--- config.mk ---
export PLATFORM = sky130hd
export DESIGN_NAME = vcw_regs
export DESIGN_NICKNAME = d
export VERILOG_FILES = /design/src/hw/rtl/assert_macros.svh /design/src/hw/rtl/vcw_pkg.sv /design/src/hw/rtl/vcw_regs.sv
export SDC_FILE = /design/constraint.sdc
export NUM_CORES = 1
export LEC_CHECK = 0
export ABC_AREA = 1
export BUFFER_PORTS_ARGS = -buffer_cell sky130_fd_sc_hd__buf_2
export CAP_MARGIN = 20
export CORE_MARGIN = 4
export CORE_UTILIZATION = 30
export CTS_BUF_LIST = sky130_fd_sc_hd__clkbuf_8
export CTS_CLUSTER_SIZE = 10
export DETAILED_ROUTE_END_ITERATION = 10
export PLACE_DENSITY = 0.63
export SETUP_SLACK_MARGIN = 0.15
export SLEW_MARGIN = 20
export SYNTH_ARGS = -nofsm -noshare
export SYNTH_HDL_FRONTEND = slang
export SYNTH_SLANG_ARGS = --single-unit
--- constraint.sdc ---
create_clock -name clk -period 4.6 [get_ports clk]
set_input_delay 1.38 -clock clk [delete_from_list [all_inputs] [get_ports clk]]
set_output_delay 1.38 -clock clk [all_outputs]
set_load 0.02 [all_outputs]
--- src/hw/rtl/assert_macros.svh ---
// assertion macros shared by the rtl modules
`ifndef ASSERT_MACROS_SVH
`define ASSERT_MACROS_SVH

// same-cycle implication
`define VCW_ASSERT_IMPL(label, clk, rst, ante, cons, msg) \
  label: assert property (@(posedge clk) disable iff (rst) (ante) |-> (cons)) \
    else $error(msg);

// next-cycle implication
`define VCW_ASSERT_NEXT(label, clk, rst, ante, cons, msg) \
  label: assert property (@(posedge clk) disable iff (rst) (ante) |=> (cons)) \
    else $error(msg);

`endif

--- src/hw/rtl/vcw_pkg.sv ---
// shared types, constants and sample conversion for the voxel cube window
package vcw_pkg;

  localparam int DEF_MAX_X = 256;
  localparam int DEF_MAX_Y = 256;
  localparam int OUT_DEPTH = 3;
  localparam int PADDR_W   = 5;

  localparam logic [8:0]  SIZE_X_RST = 9'd256;
  localparam logic [8:0]  SIZE_Y_RST = 9'd256;
  localparam logic [15:0] SIZE_Z_RST = 16'd256;

  typedef enum logic [2:0] {
    REG_SIZE_X        = 3'd0,
    REG_SIZE_Y        = 3'd1,
    REG_SIZE_Z        = 3'd2,
    REG_SAMPLE_FORMAT = 3'd3,
    REG_SWAP_BYTES    = 3'd4
  } reg_idx_t;

  typedef enum logic [1:0] {
    FMT_U8  = 2'd0,
    FMT_U16 = 2'd1,
    FMT_F32 = 2'd2
  } fmt_t;

  typedef struct packed {
    logic [8:0]  size_x;
    logic [8:0]  size_y;
    logic [15:0] size_z;
    logic [1:0]  sample_format;
    logic        swap_bytes;
  } cfg_t;

  typedef struct packed {
    logic [31:0] corner_a;
    logic [31:0] corner_b;
    logic [31:0] corner_c;
    logic [31:0] corner_d;
    logic [31:0] corner_e;
    logic [31:0] corner_f;
    logic [31:0] corner_g;
    logic [31:0] corner_h;
    logic [7:0]  cell_x;
    logic [7:0]  cell_y;
    logic [15:0] cell_z;
    logic        last_cell;
  } cell_t;

  function automatic logic [31:0] convert_sample(input logic [31:0] raw,
                                                 input logic [1:0]  fmt,
                                                 input logic        swap);
    logic [31:0] res;
    case (fmt)
      FMT_U8:  res = {24'd0, raw[7:0]};
      FMT_U16: res = swap ? {16'd0, raw[7:0], raw[15:8]} : {16'd0, raw[15:0]};
      default: res = swap ? {raw[7:0], raw[15:8], raw[23:16], raw[31:24]} : raw;
    endcase
    return res;
  endfunction

endpackage

--- src/hw/rtl/vcw_regs.sv ---
// apb configuration registers
module vcw_regs (
  input  logic                        clk,
  input  logic                        rst,
  input  logic                        psel,
  input  logic                        penable,
  input  logic                        pwrite,
  input  logic [vcw_pkg::PADDR_W-1:0] paddr,
  input  logic [31:0]                 pwdata,
  output logic [31:0]                 prdata,
  output vcw_pkg::cfg_t               cfg,
  output logic                        cfg_wr
);
  import vcw_pkg::*;

  reg_idx_t idx;
  logic     wr_en;
  logic     hit;

  assign idx    = reg_idx_t'(paddr[PADDR_W-1:2]);
  assign wr_en  = psel & penable & pwrite;
  assign cfg_wr = wr_en & hit;

  always_comb begin
    hit    = 1'b1;
    prdata = 32'd0;
    unique case (idx)
      REG_SIZE_X:        prdata = {23'd0, cfg.size_x};
      REG_SIZE_Y:        prdata = {23'd0, cfg.size_y};
      REG_SIZE_Z:        prdata = {16'd0, cfg.size_z};
      REG_SAMPLE_FORMAT: prdata = {30'd0, cfg.sample_format};
      REG_SWAP_BYTES:    prdata = {31'd0, cfg.swap_bytes};
      default:           hit = 1'b0;
    endcase
  end

  always_ff @(posedge clk) begin
    if (rst) begin
      cfg.size_x        <= SIZE_X_RST;
      cfg.size_y        <= SIZE_Y_RST;
      cfg.size_z        <= SIZE_Z_RST;
      cfg.sample_format <= FMT_U8;
      cfg.swap_bytes    <= 1'b0;
    end else if (wr_en) begin
      unique case (idx)
        REG_SIZE_X:        cfg.size_x <= pwdata[8:0];
        REG_SIZE_Y:        cfg.size_y <= pwdata[8:0];
        REG_SIZE_Z:        cfg.size_z <= pwdata[15:0];
        REG_SAMPLE_FORMAT: cfg.sample_format <= pwdata[1:0];
        REG_SWAP_BYTES:    cfg.swap_bytes <= pwdata[0];
        default: ;
      endcase
    end
  end

endmodule

==> reports/metrics.csv, run 1 <==
metric,value,unit
"Seq/Total Area, Yosys",36.6,%
setup tns final,0,ns
Clock Tree Buf Depth,2,
asr flop ratio synth,0,%
Pre-antenna DRT Iters,4,
CP startpoint,paddr[4],
HPWL Detailed,3810,um
distinct cell type count after synthesis,18,
H-Tree Depth,2,
CTS Buf Count,5,
area grow syn2layout,21.0,%
fin crit share,86.7,%
cell count after synthesis,311,
Synth area leader,dfxtp_1,
run status,completed,
Row Count,29,
share of cells above drive strength 1,25.5,%
largest net degree at the start of global routing,38,
Post-layout nets,425,
DRC viols,0,
critical path buffer and inverter count,4,
Post-CTS Repair Setup Buffers,0,
CTS sink count,37,
r2r setup slk,3.98,ns
Initial Utilization,31.3,%
syn_area_per_cell,6.51,um^2
vias in the first global route,1811,
worst r2r path cells,2,
pre-CTS setup slack,0.605,ns
Worst path depth,9,
Max Fclk,0.251,GHz
Net Sw Frac,27.5,%
"top cells by count, synth","nor2_1, nand2_1, nand3_1",
# diodes,0,
register share of total power,49.1,%
XOR/XNOR Fraction of Synth Area,0,%
pwr dens,272,mW/mm^2
Die Ht,90.1,um
critical register-to-register path startpoint,cfg[11],
Clock Power Share,38.0,%
Reg2Reg Capture Point,cfg[11],
Top Registers,cfg x37,
min Tclk post-route,3.99,ns
"top cells by area, synth","dfxtp_1, nor2_1, nand2_1, nand3_1, buf_4",
Final setup viols,0,
CP max FO,18,
# hold bufs at CTS,0,
synthesized flop and latch total,37,
crit start category,input port,
detailed-route via count,2035,
Root Buffer,clkbuf_8,
Yosys top cell area share,36.6,%
Slew Limit Fails,0,
Worst-path clk slew,0.07,ns
Comb pwr share,12.9,%
Arrival @ worst endpoint,2.61,ns
NetSw,0.000183,W
max reg flops,37,
P_int,0.000483,W
"Worst Setup Slack, final",0.612,ns
Slew headroom,32.6,%
slowest CP cell,nor2_4,
DRT iter0 DRCs,106,
GRT Overall Usage,13.3,%
Post-CTS Resized,0,
Leak Pwr,1.26,nW
CTS tree,yes,
wire per inst,11.8,um
Top-Level Pins,112,
# port buffers,77,
DIE AREA,0.00812,mm^2
main combinational cell family by area after synthesis,simple AND/OR/NAND/NOR gates,
Top delay family on crit path,simple AND/OR/NAND/NOR gates,
cell mode on critical path,nand2_1,
DIE WIDTH,90.1,um
critical path class,input port to primary output,
Yosys Warn Count,0,
first-pass GRT wire length,8900,um
Worst Hold Class,flip-flop to flip-flop,
core area,0.00646,mm^2
peak supply drop,0.145,mV
RSZ-0062 raised after global routing,no,
most frequent cell after synthesis,nor2_1,
CP endpoint kind,primary output,
Crit path largest cell delay,0.40,ns
Post-synth EDFFs,0,
largest reg by FF count,cfg,
clk_lat worst skew,0.29,ns
critical-path cell list,"buf_2, inv_2, nand2_1, nor2_4, nand2_1, nand2_1, inv_1, nand2_1, buf_2",
final wirelength,5430,um
placer congestion estimate,0.796,
Post-Syn Area,0.00202,mm^2
initial antenna violation count,0,
mux share of post-synthesis cell area,0,%
simple-gate share of the synthesized area,44.8,%
grt ovf,0,
Worst Skew,0,ns
"Top FF cell, synth",dfxtp_1,
final number of hold-violating endpoints,0,
CP Capture Point,prdata[1],
Crit path required time,3.22,ns
Via density,4.41,
adder-cell share of the synthesized area,0,%
MaxCap Viol Count,0,
Final ANT Viol Nets,0,
Worst-Margin Slew,1.01,ns
fraction of the mapped netlist area in compound gates,1.48,%
## worst min path at each step
stage / cells after the start / startpoint / end
6_report: 2 / cfg[15] / cfg[15]
5_1_grt: 2 / cfg[27] / cfg[27]
4_1_cts: 2 / cfg[24] / cfg[24]
3_5_place_dp: 2 / cfg[24] / cfg[24]
3_3_place_gp: 2 / cfg[11] / cfg[11]
2_1_floorplan: 2 / cfg[11] / cfg[11]
## routing by layer
| metal | track usage [%] | routed length (um) | vias to the layer above |
|---|---|---|---|
| met2 | 22.2 | 2580 | 67 |
| met3 | 3.42 | 374 | 4 |
| li1 | - | - | 1062 |
| met5 | 0 | 0 | - |
| met1 | 16.9 | 2450 | 902 |
| met4 | 3.32 | 28 | 0 |
## final cells by class
cell class                 instances  area, um^2
timing repair buffer              78         393
multi-input combinational        229         997
sequential                        37         741
inverter                          32         120
tap                               77        96.3
clock buffer                       7        96.3
clock inverter                     1        5.00
fill                             741        4010
## per-stage QoR
| stage | power (W) | utilization (%) | instance area (um^2) | hold WS, ns | cells |
|---|---|---|---|---|---|
| floorplan | 0.000408 | - | 2080 | 0.566 | 326 |
| global placement | 0.000420 | 36.3 | 2350 | 0.475 | 453 |
| detailed placement | 0.000421 | 36.3 | 2350 | 0.489 | 453 |
| CTS | 0.000675 | 37.9 | 2450 | 0.500 | 461 |
| global route | 0.000697 | 37.9 | 2450 | 0.513 | 461 |
| finish | 0.000666 | 37.9 | 2450 | 0.496 | 461 |
## cells in the final DEF (no fill, tap or decap)
cell type | synthesis | routed
nand3_2 | 1 | 1
nand2_4 | 1 | 1
conb_1 | 1 | 16
nand3_1 | 46 | 46
nand2_1 | 71 | 71
o21ai_0 | 4 | 4
nor2_4 | 5 | 5
buf_2 | 3 | 77
clkinv_2 | 0 | 1
nand3_4 | 1 | 1
buf_4 | 20 | 1
a21oi_1 | 2 | 2
inv_1 | 29 | 29
nand4_1 | 2 | 2
clkbuf_8 | 0 | 7
nor2_1 | 79 | 79
inv_2 | 3 | 3
nor2_2 | 1 | 1
dfxtp_1 | 37 | 37
## power by group through the flow
stage / clock (W) / combinational (W) / sequential [W]
after CTS: 0.000261 / 0.0000862 / 0.000327
after detailed placement: 0 / 0.0000860 / 0.000335
after global placement: 0 / 0.0000856 / 0.000335
after global routing: 0.000274 / 0.0000955 / 0.000328
after floorplan: 0 / 0.0000685 / 0.000340
final: 0.000253 / 0.0000858 / 0.000327
## worst reg2reg max path, delay by kind of cell (launching register included)
family             cells  cell delay, ns
DFF                    1            0.32
AOI/OAI and AO/OA      1            0.08
and+or+nand+nor        1            0.08
## kinds of logic after synthesis
family | Yosys count
other | 1
buffers and inverters | 60
AND/OR/NAND/NOR | 207
AO/OA/AOI/OAI | 6
flip-flops | 37
Note: power is estimated with default switching activity, not from simulation.
==> inputs of run 2 (changes only) <==
- CORE_UTILIZATION: 30 -> 49
- GPL_TIMING_DRIVEN: default -> 0
- PLACE_DENSITY: 0.63 -> 0.92
==> reports/metrics.csv, run 2 (synthesis gave the netlist of run 1 again) <==
metric,value,unit,change
Clock Tree Buf Depth,2,,unchanged
pwr dens,276,mW/mm^2,+1.7%
number of cells after detailed placement,452,,-0.22%
max reg flops,37,,unchanged
initial antenna violation count,0,,unchanged
min-delay src,cfg[33],,
CTS tree,yes,,
vias in the first global route,1985,,+9.6%
CTS Buf Count,5,,unchanged
GRT Overall Usage,22.3,%,+9.0 points
Worst Skew,0,ns,unchanged
critical-path cell list,"buf_2, inv_2, nand2_1, nor2_4, buf_4, nand2_1, nand3_1, buf_2",,
CTS sink count,37,,unchanged
Post-CTS Repair Setup Buffers,0,,unchanged
min Tclk post-route,3.91,ns,-0.0774 ns
setup tns final,0,ns,unchanged
CP startpoint,paddr[4],,
slowest CP cell,buf_4,,
post-route insts no fill,460,,-0.22%
H-Tree Depth,2,,unchanged
largest net degree at the start of global routing,13,,-66%
# port buffers,76,,-1.3%
Root Buffer,clkbuf_8,,
DIE AREA,0.00522,mm^2,-36%
Via density,4.76,,+7.8%
DIE WIDTH,72.3,um,-20%
MaxCap Viol Count,0,,unchanged
Row Count,23,,-21%
design area,0.00264,mm^2,+7.9%
placer congestion estimate,0.772,,-3.0%
final number of hold-violating endpoints,0,,unchanged
Top Registers,cfg x37,,
Post-CTS Resized,0,,unchanged
crit start category,input port,,
critical register-to-register path startpoint,cfg[36],,
# hold bufs at CTS,0,,unchanged
wire per inst,12.1,um,+2.7%
Crit path required time,3.22,ns,about the same
Post-DP Area,0.00252,mm^2,+7.5%
largest reg by FF count,cfg,,
CP max FO,10,,-8
share of cells above drive strength 1,30.2,%,+4.7 points
Slew Limit Fails,0,,unchanged
Leak Pwr,1.41,nW,+11%
critical path class,input port to primary output,,
grt ovf,0,,unchanged
peak supply drop,0.137,mV,-5.6%
Hold WS,0.503,ns,+0.00643 ns
Final setup viols,0,,unchanged
DRT iter0 DRCs,154,,+45%
final wirelength,5570,um,+2.5%
Top-Level Pins,112,,unchanged
RSZ-0062 raised after global routing,no,,
CP endpoint kind,primary output,,
# diodes,0,,unchanged
fill count,368,,-50%
core area,0.00400,mm^2,-38%
Pre-antenna DRT Iters,4,,unchanged
Post-layout nets,451,,+6.1%
Max Fclk,0.256,GHz,+2.0%
HPWL Detailed,4140,um,+8.7%
run status,completed,,
DRC viols,0,,unchanged
final core occ,66.1,%,+28 points
area grow syn2layout,30.6,%,
"commonest cells after routing, fill and taps aside","nor2_1, buf_2, nand2_1",,
clk_lat worst skew,0.30,ns,about the same
Arrival @ worst endpoint,2.53,ns,-0.08 ns
Crit path largest cell delay,0.23,ns,-0.17 ns
Initial Utilization,50.6,%,+19 points
first-pass GRT wire length,9030,um,+1.4%
Final ANT Viol Nets,0,,unchanged
Die Ht,72.3,um,-20%
Worst Hold Class,flip-flop to flip-flop,,
Worst-path clk slew,0.07,ns,about the same
detailed-route via count,2189,,+7.6%
fin crit share,85.0,%,-1.7 points
## run 2: worst paths after layout
| kind | endpoint | slack, ns | cells after the start |
|---|---|---|---|
| worst max-delay path | prdata[2] | 0.69 | 8 |
| worst min-delay path | cfg[33] | 0.50 | 2 |
| worst max register to register | cfg[36] | 3.90 | 2 |
| worst min register to register | cfg[33] | 0.50 | 2 |
## run 2: layout make-up
class / instances / area (um^2) / share of cell area [%]
Timing Repair Buffer: 76 / 380 / 14.4
Inverter: 32 / 120 / 4.55
Clock inverter: 2 / 37.5 / 1.42
Multi-Input combinational cell: 229 / 997 / 37.7
Buffer: 28 / 221 / 8.38
Clock buffer: 6 / 82.6 / 3.13
Sequential cell: 37 / 741 / 28.0
Tap cell: 50 / 62.6 / 2.37
## run 2: power breakdown
part	internal (W)	total, W	leakage (nW)	switching (W)
sequential	0.000324	0.000327	0.299	0.00000315
combinational	0.0000369	0.000103	1.05	0.0000663
clock	0.000176	0.000300	0.0574	0.000124
## run 2: per-layer routing
metal	routed length [um]	track usage (%)	vias up	part of all wire, %
met5	0	0	-	0
met4	82	7.10	0	1.5
met3	496	6.23	12	8.9
met2	2850	40.2	87	51
met1	2140	25.0	975	38
li1	-	-	1115	-
## run 2: through the flow
stage	power [W]	setup WS, ns
after floorplan	0.000408	1.06
after global placement	0.000435	0.710
after detailed placement	0.000437	0.701
after CTS	0.000731	0.696
after global routing	0.000760	0.562
final	0.000730	0.689
## run 2: worst max-delay path, delay by kind of cell
family	cells	cell delay, ns
buffers and inverters	4	0.69
AND/OR/NAND/NOR	4	0.46
==> inputs of run 3 (changes only) <==
- CELL_PAD_IN_SITES_DETAIL_PLACEMENT: default -> 2
- CELL_PAD_IN_SITES_GLOBAL_PLACEMENT: default -> 2
- CORE_ASPECT_RATIO: default -> 1.25
- CORE_UTILIZATION: 49 -> 24
- SKIP_CTS_REPAIR_TIMING: default -> 1
==> reports/metrics.csv, run 3 (synthesis gave the netlist of run 1 again) <==
metric,value,unit,change
MaxCap Viol Count,0,,unchanged
final wirelength,7460,um,+34%
CP max FO,10,,unchanged
Pre-antenna DRT Iters,4,,unchanged
GRT Overall Usage,15.5,%,-6.8 points
DIE WIDTH,90.1,um,+25%
min Tclk post-route,3.97,ns,+0.0585 ns
largest reg by FF count,cfg,,
# diodes,0,,unchanged
worst r2r path cells,2,,unchanged
largest net degree at the start of global routing,11,,-2
initial antenna violation count,0,,unchanged
share of cells above drive strength 1,29.8,%,-0.42 points
met1 Use GR,17.2,%,-7.8 points
RSZ-0062 raised after global routing,no,,
placer congestion estimate,0.725,,-6.0%
clk_lat worst skew,0.29,ns,about the same
vias in the first global route,2484,,+25%
Clock Tree Buf Depth,2,,unchanged
core area,0.00824,mm^2,+110%
GRT Max-Usage Layer,met2,,
Arrival @ worst endpoint,2.59,ns,+0.06 ns
Max Fclk,0.252,GHz,-1.5%
fin crit share,86.3,%,+1.3 points
Final ANT Viol Nets,0,,unchanged
max reg flops,37,,unchanged
Worst Skew,0,ns,unchanged
crit start category,input port,,
Hold Crit Depth,2,,unchanged
HPWL Detailed,5860,um,+41%
min-delay src,cfg[14],,
Root Buffer,clkbuf_8,,
DIE AREA,0.00997,mm^2,+91%
CTS Buf Count,5,,unchanged
Die Ht,111,um,+53%
critical path class,input port to primary output,,
H-Tree Depth,2,,unchanged
Via density,4.46,,-6.3%
DRC viols,0,,unchanged
area grow syn2layout,31.8,%,
Initial Utilization,24.6,%,-26 points
Leak Pwr,1.40,nW,-0.64%
grt ovf,0,,unchanged
CTS sink count,37,,unchanged
DRT iter0 DRCs,79,,-49%
wire per inst,14.7,um,+22%
run status,completed,,
CP endpoint kind,primary output,,
CTS tree,yes,,
Slew Limit Fails,0,,unchanged
met2 usage,29.2,%,-11 points
grt met3 use,3.87,%,-2.4 points
Worst-path clk slew,0.07,ns,about the same
Post-layout nets,451,,unchanged
# port buffers,76,,unchanged
setup tns final,0,ns,unchanged
Slew headroom,66.4,%,
Top Registers,cfg x37,,
detailed-route via count,2256,,+3.1%
Crit path required time,3.22,ns,about the same
pwr dens,250,mW/mm^2,-9.5%
"commonest cells after routing, fill and taps aside","nor2_1, buf_2, nand2_1",,
Hold WS,0.506,ns,+0.00289 ns
Final setup viols,0,,unchanged
Worst Hold Class,flip-flop to flip-flop,,
critical register-to-register path startpoint,cfg[0],,
first-pass GRT wire length,12500,um,+38%
CP startpoint,paddr[4],,
Top-Level Pins,112,,unchanged
Row Count,37,,+61%
peak supply drop,0.0795,mV,-42%
final number of hold-violating endpoints,0,,unchanged
Worst-Margin Slew,0.503,ns,
run 3: cell types whose count changed in the layout (fill, tap and decap cells not counted):
cell        before  now
bufinv_16        1    0
clkinvlp_4       1    0
inv_1           29   30
run 3: final cells by class:
type	count	area [um^2]
plain buffers	28	221
clock buffers	6	82.6
clock inverters	1	3.75
fillers	1043	5570
inverters	32	120
multi-input cells	229	997
flip-flops and latches	37	741
well taps	97	121
repair buffers	76	380
run 3: worst max-delay path, stage by stage:
cell and delay (ns):
buf_2 0.14, inv_2 0.16, nand2_1 0.12, nor2_4 0.20
buf_4 0.24, nand2_1 0.07, nand3_1 0.10, buf_2 0.17
run 3: final timing paths:
path	slack [ns]	to
setup reg to reg	3.92	cfg[0]
hold / removal	0.51	cfg[14]
setup / recovery	0.63	prdata[7]
hold reg to reg	0.51	cfg[14]
run 3: per-stage QoR:
| stage | setup WS, ns | utilization (%) | instances | power [W] | cell area, um^2 |
|---|---|---|---|---|---|
| 6_report | 0.630 | 32.4 | 506 | 0.000667 | 2670 |
| 2_1_floorplan | 1.06 | - | 326 | 0.000408 | 2080 |
| 3_5_place_dp | 0.620 | 31.3 | 499 | 0.000443 | 2580 |
| 5_1_grt | 0.486 | 32.4 | 506 | 0.000704 | 2670 |
| 3_3_place_gp | 0.660 | 31.3 | 499 | 0.000439 | 2580 |
| 4_1_cts | 0.618 | 32.4 | 506 | 0.000675 | 2670 |
run 3: metal layers:
layer	part of all wire [%]	wire, um	up-vias
met5	0	0	-
met4	1.1	80	0
met3	4.4	330	9
met2	54	4030	57
met1	40	3020	1073
li1	-	-	1117
run 3: report_power, final:
group	internal (W)	switching, W
Combinational	0.0000370	0.0000703
Sequential	0.000324	0.00000334
Clock	0.000117	0.000115
