**src/hw/rtl/assert_macros.svh**
```systemverilog
// assertion macros shared by the rtl modules
`ifndef ASSERT_MACROS_SVH
`define ASSERT_MACROS_SVH

// same-cycle implication
`define VCW_ASSERT_IMPL(label, clk, rst, ante, cons, msg) \
  label: assert property (@(posedge clk) disable iff (rst) (ante) |-> (cons)) \
    else $error(msg);

// next-cycle implication
`define VCW_ASSERT_NEXT(label, clk, rst, ante, cons, msg) \
  label: assert property (@(posedge clk) disable iff (rst) (ante) |=> (cons)) \
    else $error(msg);

`endif

```
**src/hw/rtl/vcw_pkg.sv**
```systemverilog
// shared types, constants and sample conversion for the voxel cube window
package vcw_pkg;

  localparam int DEF_MAX_X = 256;
  localparam int DEF_MAX_Y = 256;
  localparam int OUT_DEPTH = 3;
  localparam int PADDR_W   = 5;

  localparam logic [8:0]  SIZE_X_RST = 9'd256;
  localparam logic [8:0]  SIZE_Y_RST = 9'd256;
  localparam logic [15:0] SIZE_Z_RST = 16'd256;

  typedef enum logic [2:0] {
    REG_SIZE_X        = 3'd0,
    REG_SIZE_Y        = 3'd1,
    REG_SIZE_Z        = 3'd2,
    REG_SAMPLE_FORMAT = 3'd3,
    REG_SWAP_BYTES    = 3'd4
  } reg_idx_t;

  typedef enum logic [1:0] {
    FMT_U8  = 2'd0,
    FMT_U16 = 2'd1,
    FMT_F32 = 2'd2
  } fmt_t;

  typedef struct packed {
    logic [8:0]  size_x;
    logic [8:0]  size_y;
    logic [15:0] size_z;
    logic [1:0]  sample_format;
    logic        swap_bytes;
  } cfg_t;

  typedef struct packed {
    logic [31:0] corner_a;
    logic [31:0] corner_b;
    logic [31:0] corner_c;
    logic [31:0] corner_d;
    logic [31:0] corner_e;
    logic [31:0] corner_f;
    logic [31:0] corner_g;
    logic [31:0] corner_h;
    logic [7:0]  cell_x;
    logic [7:0]  cell_y;
    logic [15:0] cell_z;
    logic        last_cell;
  } cell_t;

  function automatic logic [31:0] convert_sample(input logic [31:0] raw,
                                                 input logic [1:0]  fmt,
                                                 input logic        swap);
    logic [31:0] res;
    case (fmt)
      FMT_U8:  res = {24'd0, raw[7:0]};
      FMT_U16: res = swap ? {16'd0, raw[7:0], raw[15:8]} : {16'd0, raw[15:0]};
      default: res = swap ? {raw[7:0], raw[15:8], raw[23:16], raw[31:24]} : raw;
    endcase
    return res;
  endfunction

endpackage

```
**src/hw/rtl/vcw_out_fifo.sv**
```systemverilog
// output queue decoupling the cell window from the receiver
module vcw_out_fifo (
  input  logic                                       clk,
  input  logic                                       rst,
  input  logic                                       push,
  input  vcw_pkg::cell_t                             cell_in,
  input  logic                                       pop_ready,
  output logic                                       out_valid,
  output vcw_pkg::cell_t                             cell_out,
  output logic [$clog2(vcw_pkg::OUT_DEPTH + 1)-1:0] count
);
  import vcw_pkg::*;
  `include "assert_macros.svh"

  localparam int PtrW = $clog2(OUT_DEPTH);
  localparam int CntW = $clog2(OUT_DEPTH + 1);

  cell_t           entries [OUT_DEPTH];
  logic [PtrW-1:0] wr_ptr;
  logic [PtrW-1:0] rd_ptr;
  logic            pop;

  assign out_valid = count != '0;
  assign pop       = out_valid && pop_ready;
  assign cell_out  = entries[rd_ptr];

  always_ff @(posedge clk) begin
    if (push) begin
      entries[wr_ptr] <= cell_in;
    end
  end

  always_ff @(posedge clk) begin
    if (rst) begin
      wr_ptr <= '0;
      rd_ptr <= '0;
      count  <= '0;
    end else begin
      if (push) begin
        wr_ptr <= (wr_ptr == PtrW'(OUT_DEPTH - 1)) ? '0 : wr_ptr + PtrW'(1);
      end
      if (pop) begin
        rd_ptr <= (rd_ptr == PtrW'(OUT_DEPTH - 1)) ? '0 : rd_ptr + PtrW'(1);
      end
      if (push && !pop) begin
        count <= count + CntW'(1);
      end else if (pop && !push) begin
        count <= count - CntW'(1);
      end
    end
  end

  `VCW_ASSERT_IMPL(a_no_overflow, clk, rst, push, (count < CntW'(OUT_DEPTH)), "output queue overflow")
  `VCW_ASSERT_NEXT(a_push_shows, clk, rst, (push && !pop), out_valid, "pushed cell not presented")
  `VCW_ASSERT_IMPL(a_count_in_range, clk, rst, 1'b1, (count <= CntW'(OUT_DEPTH)), "output queue count beyond depth")

endmodule

```
**config.mk**
```make
export PLATFORM = sky130hd
export DESIGN_NAME = vcw_out_fifo
export DESIGN_NICKNAME = d
export VERILOG_FILES = /design/src/hw/rtl/vcw_pkg.sv /design/src/hw/rtl/vcw_out_fifo.sv
export VERILOG_INCLUDE_DIRS = /design/src /design/src/hw/rtl
export SDC_FILE = /design/constraint.sdc
export NUM_CORES = 1
export LEC_CHECK = 0
export BUFFER_PORTS_ARGS = -buffer_cell sky130_fd_sc_hd__buf_2
export CAP_MARGIN = 15
export CORE_ASPECT_RATIO = 1.75
export CORE_UTILIZATION = 45
export DETAILED_ROUTE_END_ITERATION = 8
export PLACE_DENSITY = 0.67
export SLEW_MARGIN = 30
export SYNTH_ARGS = -nofsm -noshare
export SYNTH_HDL_FRONTEND = slang
export SYNTH_SLANG_ARGS = --single-unit
```
**constraint.sdc**
```tcl
create_clock -name clk -period 38.8 [get_ports clk]
set_input_delay 3.88 -clock clk [delete_from_list [all_inputs] [get_ports clk]]
set_output_delay 3.88 -clock clk [all_outputs]
set_load 0.02 [all_outputs]
```
==> flow_metrics.tcl, run 1 <==
set metrics [dict create \
    synth_edf_count 867 \
    drv_cap 0 \
    async_flop_share_pct 0 \
    std_cell_rows 129 \
    synth.distinct_cells 25 \
    yosys.area.top_type "edfxtp_1" \
    rsz0062_at_grt "false" \
    tightestPinTransition_ps 1110 \
    critical_path_class "reg -> out" \
    top_layer_used "met5" \
    fillers 5671 \
    gp_congestion 0.801 \
    syn_to_final_growth_pct 19.3 \
    cts_num_sinks 875 \
    synth_top_area_share_pct 80.5 \
    synth_nets 2156 \
    required_ps 34920 \
    peakVddDrop_mv 0.0578 \
    holdCritPathClass "reg -> reg" \
    crit_family "buffers and inverters" \
    ys_ff_latch 875 \
    synth_common_cells "867 x edfxtp_1, 292 x nand2_1, 289 x mux2i_1" \
    crit_path_frequent_cell "buf_4" \
    synthesis.area_um2 32400 \
    final_nets 2743 \
    grt_util_all_layers_pct 18.4 \
    viasPerCell 5.09 \
    path_cells "buf_4 -> buf_4 -> buf_4 -> mux2i_1 -> o21ai_1 -> buf_2" \
    hold_ws_ps 483 \
    syn_inst 1862 \
    power_density_nw_per_um2 59.9 \
    cp.arrival_ps 4650 \
    start_util_pct 45.7 \
    final_hold_viol_count 0 \
    grt_pass1_vias 18000 \
    crit_fanout 51 \
    h-tree-depth 3 \
    slew_headroom_pct 26.0 \
    post-cts-setup-buffers 0 \
    wl_met2_um 34700 \
    min_period_over_period_pct 22.0 \
    setup_viol 0 \
    crit_buf_inv 4 \
    cts_tree "built" \
    status "finished, final reports clean" \
    numCtsBuffers 75 \
    timing.fmax_mhz 117 \
    cpMaxStageDelayCell "buf_4" \
    p_total_mw 2.31 \
    layout.cells.non_filler 3443 \
    drt-initial-drc-count 1021 \
    via_count 17500 \
    finalWirelength_um 69100 \
    worst_setup_path_start_kind "flip-flop" \
    worst_clock_skew_ps 11.6 \
    synth_warnings 0 \
    coreArea_um2 70900 \
    power_leakage_nw 13.1 \
    drt_first_pass_iters 4 \
    synth.area.top_cells "edfxtp_1 80%, mux2i_1 8.9%, nand2_1 3.4%" \
    ant_nets 0 \
    dp_cells 3286 \
    drive_gt1_share_pct 28.7 \
    drt-wirelength-per-cell_um 20.1 \
    grt_max_degree 198 \
    clkLatencyLatePin_ps 610 \
    met3_wirelength_um 6560 \
    cts_buffer_depth 3 \
    synthFlopType "edfxtp_1" \
    postPlaceCellArea_um2 36100 \
    drc_errors 0 \
    drv_slew 0 \
    clk_pin_slew_ps 60 \
    fin_crit_ps 8530 \
    wl_met1_um 25500 \
    grt-ovfl-total 0 \
    dieArea_um2 73000 \
    cts-root-buf "clkbuf_16" \
    post-synth-top-count-cell "edfxtp_1" \
    portBuffers 584 \
    dieHeight_um 357 \
    ys_seq_area_share_pct 81.0 \
    ios 585 \
    grt_pass1_wl_um 102000 \
    critPathMaxStageDelay_ps 870 \
    hpwl_um 44200 \
    stdcell_area_um2 38600 \
    end_kind "output port" \
    cts_resized 0 \
    antenna_found_initial 28 \
    die_w_um 205 \
    syn_avg_cell_area_um2 17.4 \
    fin_tns_setup_ps 0 \
    hold_buffers 0 \
]
==> tightest hold or removal path: stages, from the launching register on <==
cell and delay [ps]:
dfxtp_1 320, nand2_1 50, a21oi_1 70
==> metal layers <==
| layer | vias to the layer above | GRT usage [%] |
|---|---|---|
| met3 | 129 | 6.52 |
| met5 | - | 0 |
| met4 | 22 | 8.52 |
| li1 | 8256 | - |
| met1 | 8489 | 20.8 |
| met2 | 630 | 31.0 |
==> cell families (layout without fill, tap and decap cells) <==
kind of cell / Yosys count / count (layout) / synth area share (%)
AOI/OAI and AO/OA: 296 / 296 / 4.61
xor gates and xnor gates: 2 / 2 / 0.0541
buffers and inverters: 97 / 746 / 1.83
muxes: 289 / 289 / 8.94
DFF: 875 / 875 / 81.0
other: 0 / 15 / 0
adders and majority gates: 1 / 1 / 0.0387
and+or+nand+nor: 302 / 302 / 3.57
==> registers in the layout, summed over array words and instances (netlist names), named ones only <==
signal	count
wr_ptr	2
rd_ptr	2
entries	867
count	2
==> final cells by class <==
class,count,area (µm²),share of cell area [%]
Tap cell,917,1150,2.97
Clock inverter,42,364,0.944
Clock buffer,97,2000,5.19
Multi-Input combinational cell,890,5590,14.5
Inverter,1,3.75,0.00973
Sequential cell,875,26200,67.9
Antenna cell,15,37.5,0.0973
Timing Repair Buffer,606,3240,8.39
==> power by group <==
part,internal [mW],total (mW),switching [mW]
clock network,0.401,0.725,0.323
logic,0.165,0.482,0.317
registers,1.09,1.11,0.0194
total,1.65,2.31,0.659
==> layout by cell type (no fill, tap or decap), types with 6 or more instances in the layout <==
cell       instances
clkbuf_16         77
clkinv_2          16
nand2_1          292
clkinv_1          15
edfxtp_1         867
mux2i_1          289
diode_2           15
o21ai_1          210
buf_2            584
dfxtp_1            6
buf_12             9
buf_4              8
clkbuf_1          20
o21ai_0           80
==> through the flow <==
stage	util, %	setup slack [ps]
floorplan	-	13580
global placement	50.9	30700
detailed placement	50.9	30620
CTS	54.3	29930
global route	54.4	30110
finish	54.5	30270
==> path summary, 6_finish.rpt <==
kind / endpoint / cells after the start / slack, ps / start
worst min register to register: flip-flop / 2 / 480 / rd_ptr[0]
worst max-delay path: cell_out[240] / 6 / 30270 / flip-flop
worst max register to register: entries[1][224] / 4 / 35950 / wr_ptr[0]
worst min-delay path: flip-flop / 2 / 480 / rd_ptr[0]
Note: power is estimated with default switching activity, not from simulation.
==> run 2: changes to the inputs <==
--- a/config.mk
+++ b/config.mk
@@ -11,7 +11,7 @@
 export CORE_ASPECT_RATIO = 1.75
 export CORE_UTILIZATION = 45
 export DETAILED_ROUTE_END_ITERATION = 8
-export PLACE_DENSITY = 0.67
+export PLACE_DENSITY = 0.69
 export SLEW_MARGIN = 30
 export SYNTH_ARGS = -nofsm -noshare
 export SYNTH_HDL_FRONTEND = slang
==> constraint.sdc (replaced) <==
create_clock -name clk -period 7.2 [get_ports clk]
set_input_delay 0.72 -clock clk [delete_from_list [all_inputs] [get_ports clk]]
set_output_delay 0.72 -clock clk [all_outputs]
set_load 0.02 [all_outputs]
==> run 2 against run 1 <==
First-iteration DRC count decreased by 0.78%. Via count increased by 0.48%. Core utilization grew 0.16 points. Sequential cell count unchanged. Setup slack worse by 27000 ps. Largest power group unchanged.
==> flow_metrics.tcl, run 2 (same netlist as run 1, synthesis figures left out) <==
set metrics [dict create \
    antenna_found_initial 30 \
    cts_buffer_depth 3 \
    std_cell_rows 129 \
    drive_gt1_share_pct 29.0 \
    critPathMaxStageDelay_ps 900 \
    post-cts-setup-buffers 0 \
    crit_buf_inv 2 \
    cpMaxStageDelayCell "dfxtp_4" \
    tightestPinTransition_ps 1030 \
    slew_headroom_pct 31.1 \
    largest_reg_flops 867 \
    drc_errors 0 \
    dieHeight_um 357 \
    dieArea_um2 73000 \
    ios 585 \
    finalWirelength_um 68000 \
    largest_register "entries" \
    via_count 17600 \
    peakVddDrop_mv 0.456 \
    portBuffers 584 \
    numCtsBuffers 77 \
    hold_start "cell_in[65]" \
    path_cells "buf_12 -> mux2i_1 -> o21ai_1 -> buf_2" \
    h-tree-depth 3 \
    coreArea_um2 70900 \
    rsz0062_at_grt "false" \
    required_ps 6480 \
    clk_pin_slew_ps 70 \
    setup_viol 0 \
    holdCritPathClass "in -> reg" \
    min_period_over_period_pct 53.4 \
    final_hold_viol_count 0 \
    critical_path_class "reg -> out" \
    drv_cap 0 \
    hpwl_um 42000 \
    syn_to_final_growth_pct 19.6 \
    hold_buffers 0 \
    cts-root-buf "clkbuf_16" \
    ant_nets 0 \
    crit_fanout 100 \
    grt-ovfl-total 0 \
    worst_setup_path_start_kind "flip-flop" \
    layout.cells.non_filler 3442 \
    reg2reg_setup_slack_ps 4620 \
    die_w_um 205 \
    grt_pass1_wl_um 100000 \
    r2r-start "wr_ptr[0]" \
    drt-wirelength-per-cell_um 19.7 \
    start_util_pct 45.7 \
    viasPerCell 5.12 \
    drt_first_pass_iters 5 \
    grt_util_all_layers_pct 18.0 \
    dp_cells 3280 \
    gp_congestion 0.776 \
    cp.arrival_ps 3120 \
    power_leakage_nw 13.1 \
    cts_resized 0 \
    drt-initial-drc-count 1013 \
    final_common_cell "edfxtp_1" \
    cts_tree "built" \
    end_kind "output port" \
    crit_family "flip-flops" \
    timing.fmax_mhz 260 \
    fin_crit_ps 3840 \
    clkLatencyLatePin_ps 630 \
    status "finished, final reports clean" \
    drv_slew 0 \
    cts_num_sinks 875 \
    p_total_mw 12.6 \
    power_density_nw_per_um2 325 \
    grt_pass1_vias 18000 \
    grt_max_degree 226 \
    worst_clock_skew_ps 23.4 \
    final_nets 2738 \
    mostFrequentLayoutCells "867 x edfxtp_1, 584 x buf_2, 292 x nand2_1" \
]
run 2: worst register-to-register path: cells and delay by family, from the launching register on:
family	cells	cell delay (ps)
flops	1	370
simple gates	1	250
buf+inv	3	1480
run 2: metrics by stage:
| step | util, % | setup WS [ps] | TNS, ps | cell area, µm² | hold WS [ps] |
|---|---|---|---|---|---|
| 6_report | 54.6 | 3360 | 0 | 38700 | 289 |
| 5_1_grt | 54.6 | 3290 | 0 | 38700 | 243 |
| 4_1_cts | 54.5 | 3350 | 0 | 38600 | 230 |
| 3_5_place_dp | 51.0 | 4040 | 0 | 36100 | 473 |
| 3_3_place_gp | 50.9 | 4070 | 0 | 36100 | 460 |
| 2_1_floorplan | - | -957 | -466010 | 32400 | 447 |
run 2: worst paths after layout:
check	end	depth (start not counted)
worst min register to register	flip-flop	2
worst min-delay path	entries[2][65]	1
worst max-delay path	cell_out[166]	4
worst max register to register	entries[0][168]	4
run 2: layer usage:
layer,up-vias,global-route usage (%),part of all wire [%]
li1,8259,-,-
met1,8519,20.3,37
met2,642,30.0,50
met3,160,6.64,9.5
met4,30,8.54,3.6
met5,-,0,0.27
run 2: layout make-up:
cell class                 count  area, µm²
inverter                       1       3.75
tap                          917       1150
antenna                       18       45.0
sequential                   875      26200
clock inverter                53        488
multi-input combinational    890       5590
fill                        5615      32200
clock buffer                  89       2000
timing repair buffer         599       3210
run 2: power breakdown:
part	internal, mW	switching, mW
registers	5.86	0.115
clock network	2.21	1.82
logic	0.892	1.68
total	8.96	3.62
==> run 3: changes to the inputs <==
--- a/config.mk
+++ b/config.mk
@@ -6,6 +6,7 @@
 export SDC_FILE = /design/constraint.sdc
 export NUM_CORES = 1
 export LEC_CHECK = 0
+export ABC_AREA = 1
 export BUFFER_PORTS_ARGS = -buffer_cell sky130_fd_sc_hd__buf_2
 export CAP_MARGIN = 15
 export CORE_ASPECT_RATIO = 1.75
==> constraint.sdc (replaced) <==
create_clock -name clk -period 3.4 [get_ports clk]
set_input_delay 0.34 -clock clk [delete_from_list [all_inputs] [get_ports clk]]
set_output_delay 0.34 -clock clk [all_outputs]
set_load 0.02 [all_outputs]
==> run 3 against run 2 <==
Sequential power grew 110%. Critical path depth increased by 1. Wire length is 25% higher. Setup slack lost 2900 ps. First-iteration DRC count up 69%. Clock power is 110% higher. Sequential share of layout area down 4.7 points. Hold slack got worse by 230 ps. Via count rose by 23%.
==> flow_metrics.tcl, run 3 <==
set metrics [dict create \
    coreArea_um2 70700 \
    timing.fmax_mhz 341 \
    whs_endpoint "wr_ptr[1]" \
    synthFlopType "edfxtp_1" \
    numCtsBuffers 76 \
    cts_tree "built" \
    largest_reg_flops 867 \
    min_period_over_period_pct 86.3 \
    cts-root-buf "clkbuf_16" \
    hold_buffers 290 \
    clkLatencyLatePin_ps 630 \
    grt_pass1_vias 22600 \
    clk_pin_slew_ps 60 \
    reg2reg_setup_slack_ps 1290 \
    drv_slew 0 \
    utilization_pct 58.8 \
    rsz0062_at_grt "false" \
    drt_first_pass_iters 5 \
    viasPerCell 5.33 \
    drive_gt1_share_pct 23.8 \
    drv_cap 0 \
    post-synth-top-count-cell "edfxtp_1" \
    worstReg2RegEnd "entries[0][137]" \
    worstHoldPathCells 4 \
    yosys.area.top_type "edfxtp_1" \
    synth_edf_count 867 \
    syn_to_final_growth_pct 29.5 \
    fin_crit_ps 2940 \
    crit_family "buffers and inverters" \
    ant_nets 0 \
    end_kind "output port" \
    holdCritPathClass "in -> reg" \
    gp_congestion 0.831 \
    synth.distinct_cells 18 \
    postPlaceCellArea_um2 36200 \
    crit_buf_inv 3 \
    fin_tns_setup_ps 0 \
    peakVddDrop_mv 0.589 \
    critPathMaxStageDelay_ps 490 \
    synth_top_area_share_pct 81.1 \
    antenna_found_initial 19 \
    synth_common_cells "867 x edfxtp_1, 581 x a21oi_1, 300 x nand2_1" \
    h-tree-depth 3 \
    finalWirelength_um 85100 \
    slew_headroom_pct 26.5 \
    dieArea_um2 72400 \
    stdcell_area_um2 41600 \
    synth_warnings 0 \
    hold_start "push" \
    grt_pass1_wl_um 126000 \
    syn_avg_cell_area_um2 14.6 \
    required_ps 3060 \
    synth_nets 2494 \
    post-cts-setup-buffers 0 \
    synth.area.top_cells "edfxtp_1 81%, a21oi_1 9.1%, nand2_1 3.5%" \
    via_count 21700 \
    grt-ovfl-total 0 \
    ios 585 \
    pwr-share-comb_pct 20.1 \
    setup_viol 0 \
    cpMaxStageDelayCell "buf_4" \
    syn_inst 2200 \
    switching_share_pct 28.9 \
    async_flop_share_pct 0 \
    dp_cells 3622 \
    status "finished, final reports clean" \
    final_hold_viol_count 0 \
    grt_util_all_layers_pct 22.8 \
    p_clk_share_pct 32.4 \
    die_w_um 204 \
    drc_errors 0 \
    path_cells "inv_8 -> buf_4 -> nand2_1 -> a21oi_1 -> buf_2" \
    worst_clock_skew_ps 15.5 \
    power_leakage_nw 15.6 \
    cts_num_sinks 875 \
    critical_path_class "reg -> out" \
    mostFrequentLayoutCells "867 x edfxtp_1, 584 x buf_2, 581 x a21oi_1" \
    largest_register "entries" \
    cp.arrival_ps 2600 \
    drt-wirelength-per-cell_um 20.9 \
    hpwl_um 49600 \
    final_common_cell "edfxtp_1" \
    seqPwrFrac_pct 47.5 \
    power_density_nw_per_um2 634 \
    cts_resized 0 \
    r2r-start "wr_ptr[0]" \
    grt_max_degree 167 \
    ys_ff_latch 875 \
    dieHeight_um 355 \
    power.internal_mw 18.7 \
    start_util_pct 45.4 \
    r2r_cells 5 \
    p_switching_mw 7.62 \
    layout.cells.non_filler 4064 \
    synthesis.area_um2 32100 \
    crit_fanout 84 \
    dp_slack_ps 1080 \
    fin_ws_ps 465 \
    portBuffers 584 \
    drt-initial-drc-count 1708 \
    final_nets 3367 \
    std_cell_rows 129 \
    cts_buffer_depth 3 \
    ys_seq_area_share_pct 81.6 \
    worst_setup_path_start_kind "flip-flop" \
    tightestPinTransition_ps 1100 \
]
==> run 3: tightest hold or removal path, delay by kind of cell <==
kind,cells,cell delay [ps]
AO/OA/AOI/OAI,1,60
AND/OR/NAND/NOR,1,60
buffers and inverters,2,180
==> run 3: layout make-up <==
type	count	area (µm²)
fillers	5232	29100
flip-flops and latches	875	26200
repair buffers	921	6450
multi-input cells	1184	5210
clock buffers	95	1990
well taps	917	1150
clock inverters	42	439
inverters	15	82.6
diodes	15	37.5
==> run 3: kinds of logic (layout without fill, tap and decap cells) <==
logic type               after synthesis  in the layout  synth area share [%]
flip-flops                           875            875                  81.6
AND/OR/NAND/NOR                      599            599                  7.03
AO/OA/AOI/OAI                        584            584                  9.12
buffers and inverters                141           1073                  2.18
adder cells (fa/ha/maj)                1              1                0.0390
other                                  0             15                     0
==> run 3: power groups by stage <==
stage | logic [mW] | clock network [mW] | registers [mW]
2_1_floorplan | 2.99 | 0 | 12.8
3_3_place_gp | 4.88 | 0 | 12.7
3_5_place_dp | 4.97 | 0 | 12.7
4_1_cts | 5.28 | 8.67 | 12.5
5_1_grt | 5.66 | 9.06 | 12.5
6_report | 5.31 | 8.53 | 12.5
==> run 3: worst max-delay path by stage <==
| stage | cells past startpoint | slack (ps) | endpoint | from |
|---|---|---|---|---|
| global route | 5 | 370 | cell_out[20] | flip-flop |
| detailed placement | 5 | 1080 | cell_out[20] | flip-flop |
| global placement | 5 | 1140 | cell_out[4] | flip-flop |
| floorplan | 2 | -4270 | entries[2][0] | wr_ptr[1] |
| CTS | 5 | 380 | cell_out[20] | flip-flop |
| finish | 5 | 460 | cell_out[20] | flip-flop |
==> run 3: per-layer routing <==
| layer | GRT usage [%] | vias to the layer above | share of wire (%) |
|---|---|---|---|
| met2 | 39.6 | 1123 | 51 |
| met1 | 25.1 | 10500 | 35 |
| li1 | - | 9812 | - |
| met3 | 5.98 | 231 | 8.8 |
| met5 | 0 | - | 0.059 |
| met4 | 12.7 | 10 | 4.8 |
==> run 3: through the flow <==
step	power, mW	hold WS [ps]
floorplan	15.8	402
global placement	17.6	451
detailed placement	17.7	471
CTS	26.4	3.25
global route	27.3	50.6
finish	26.4	54.9
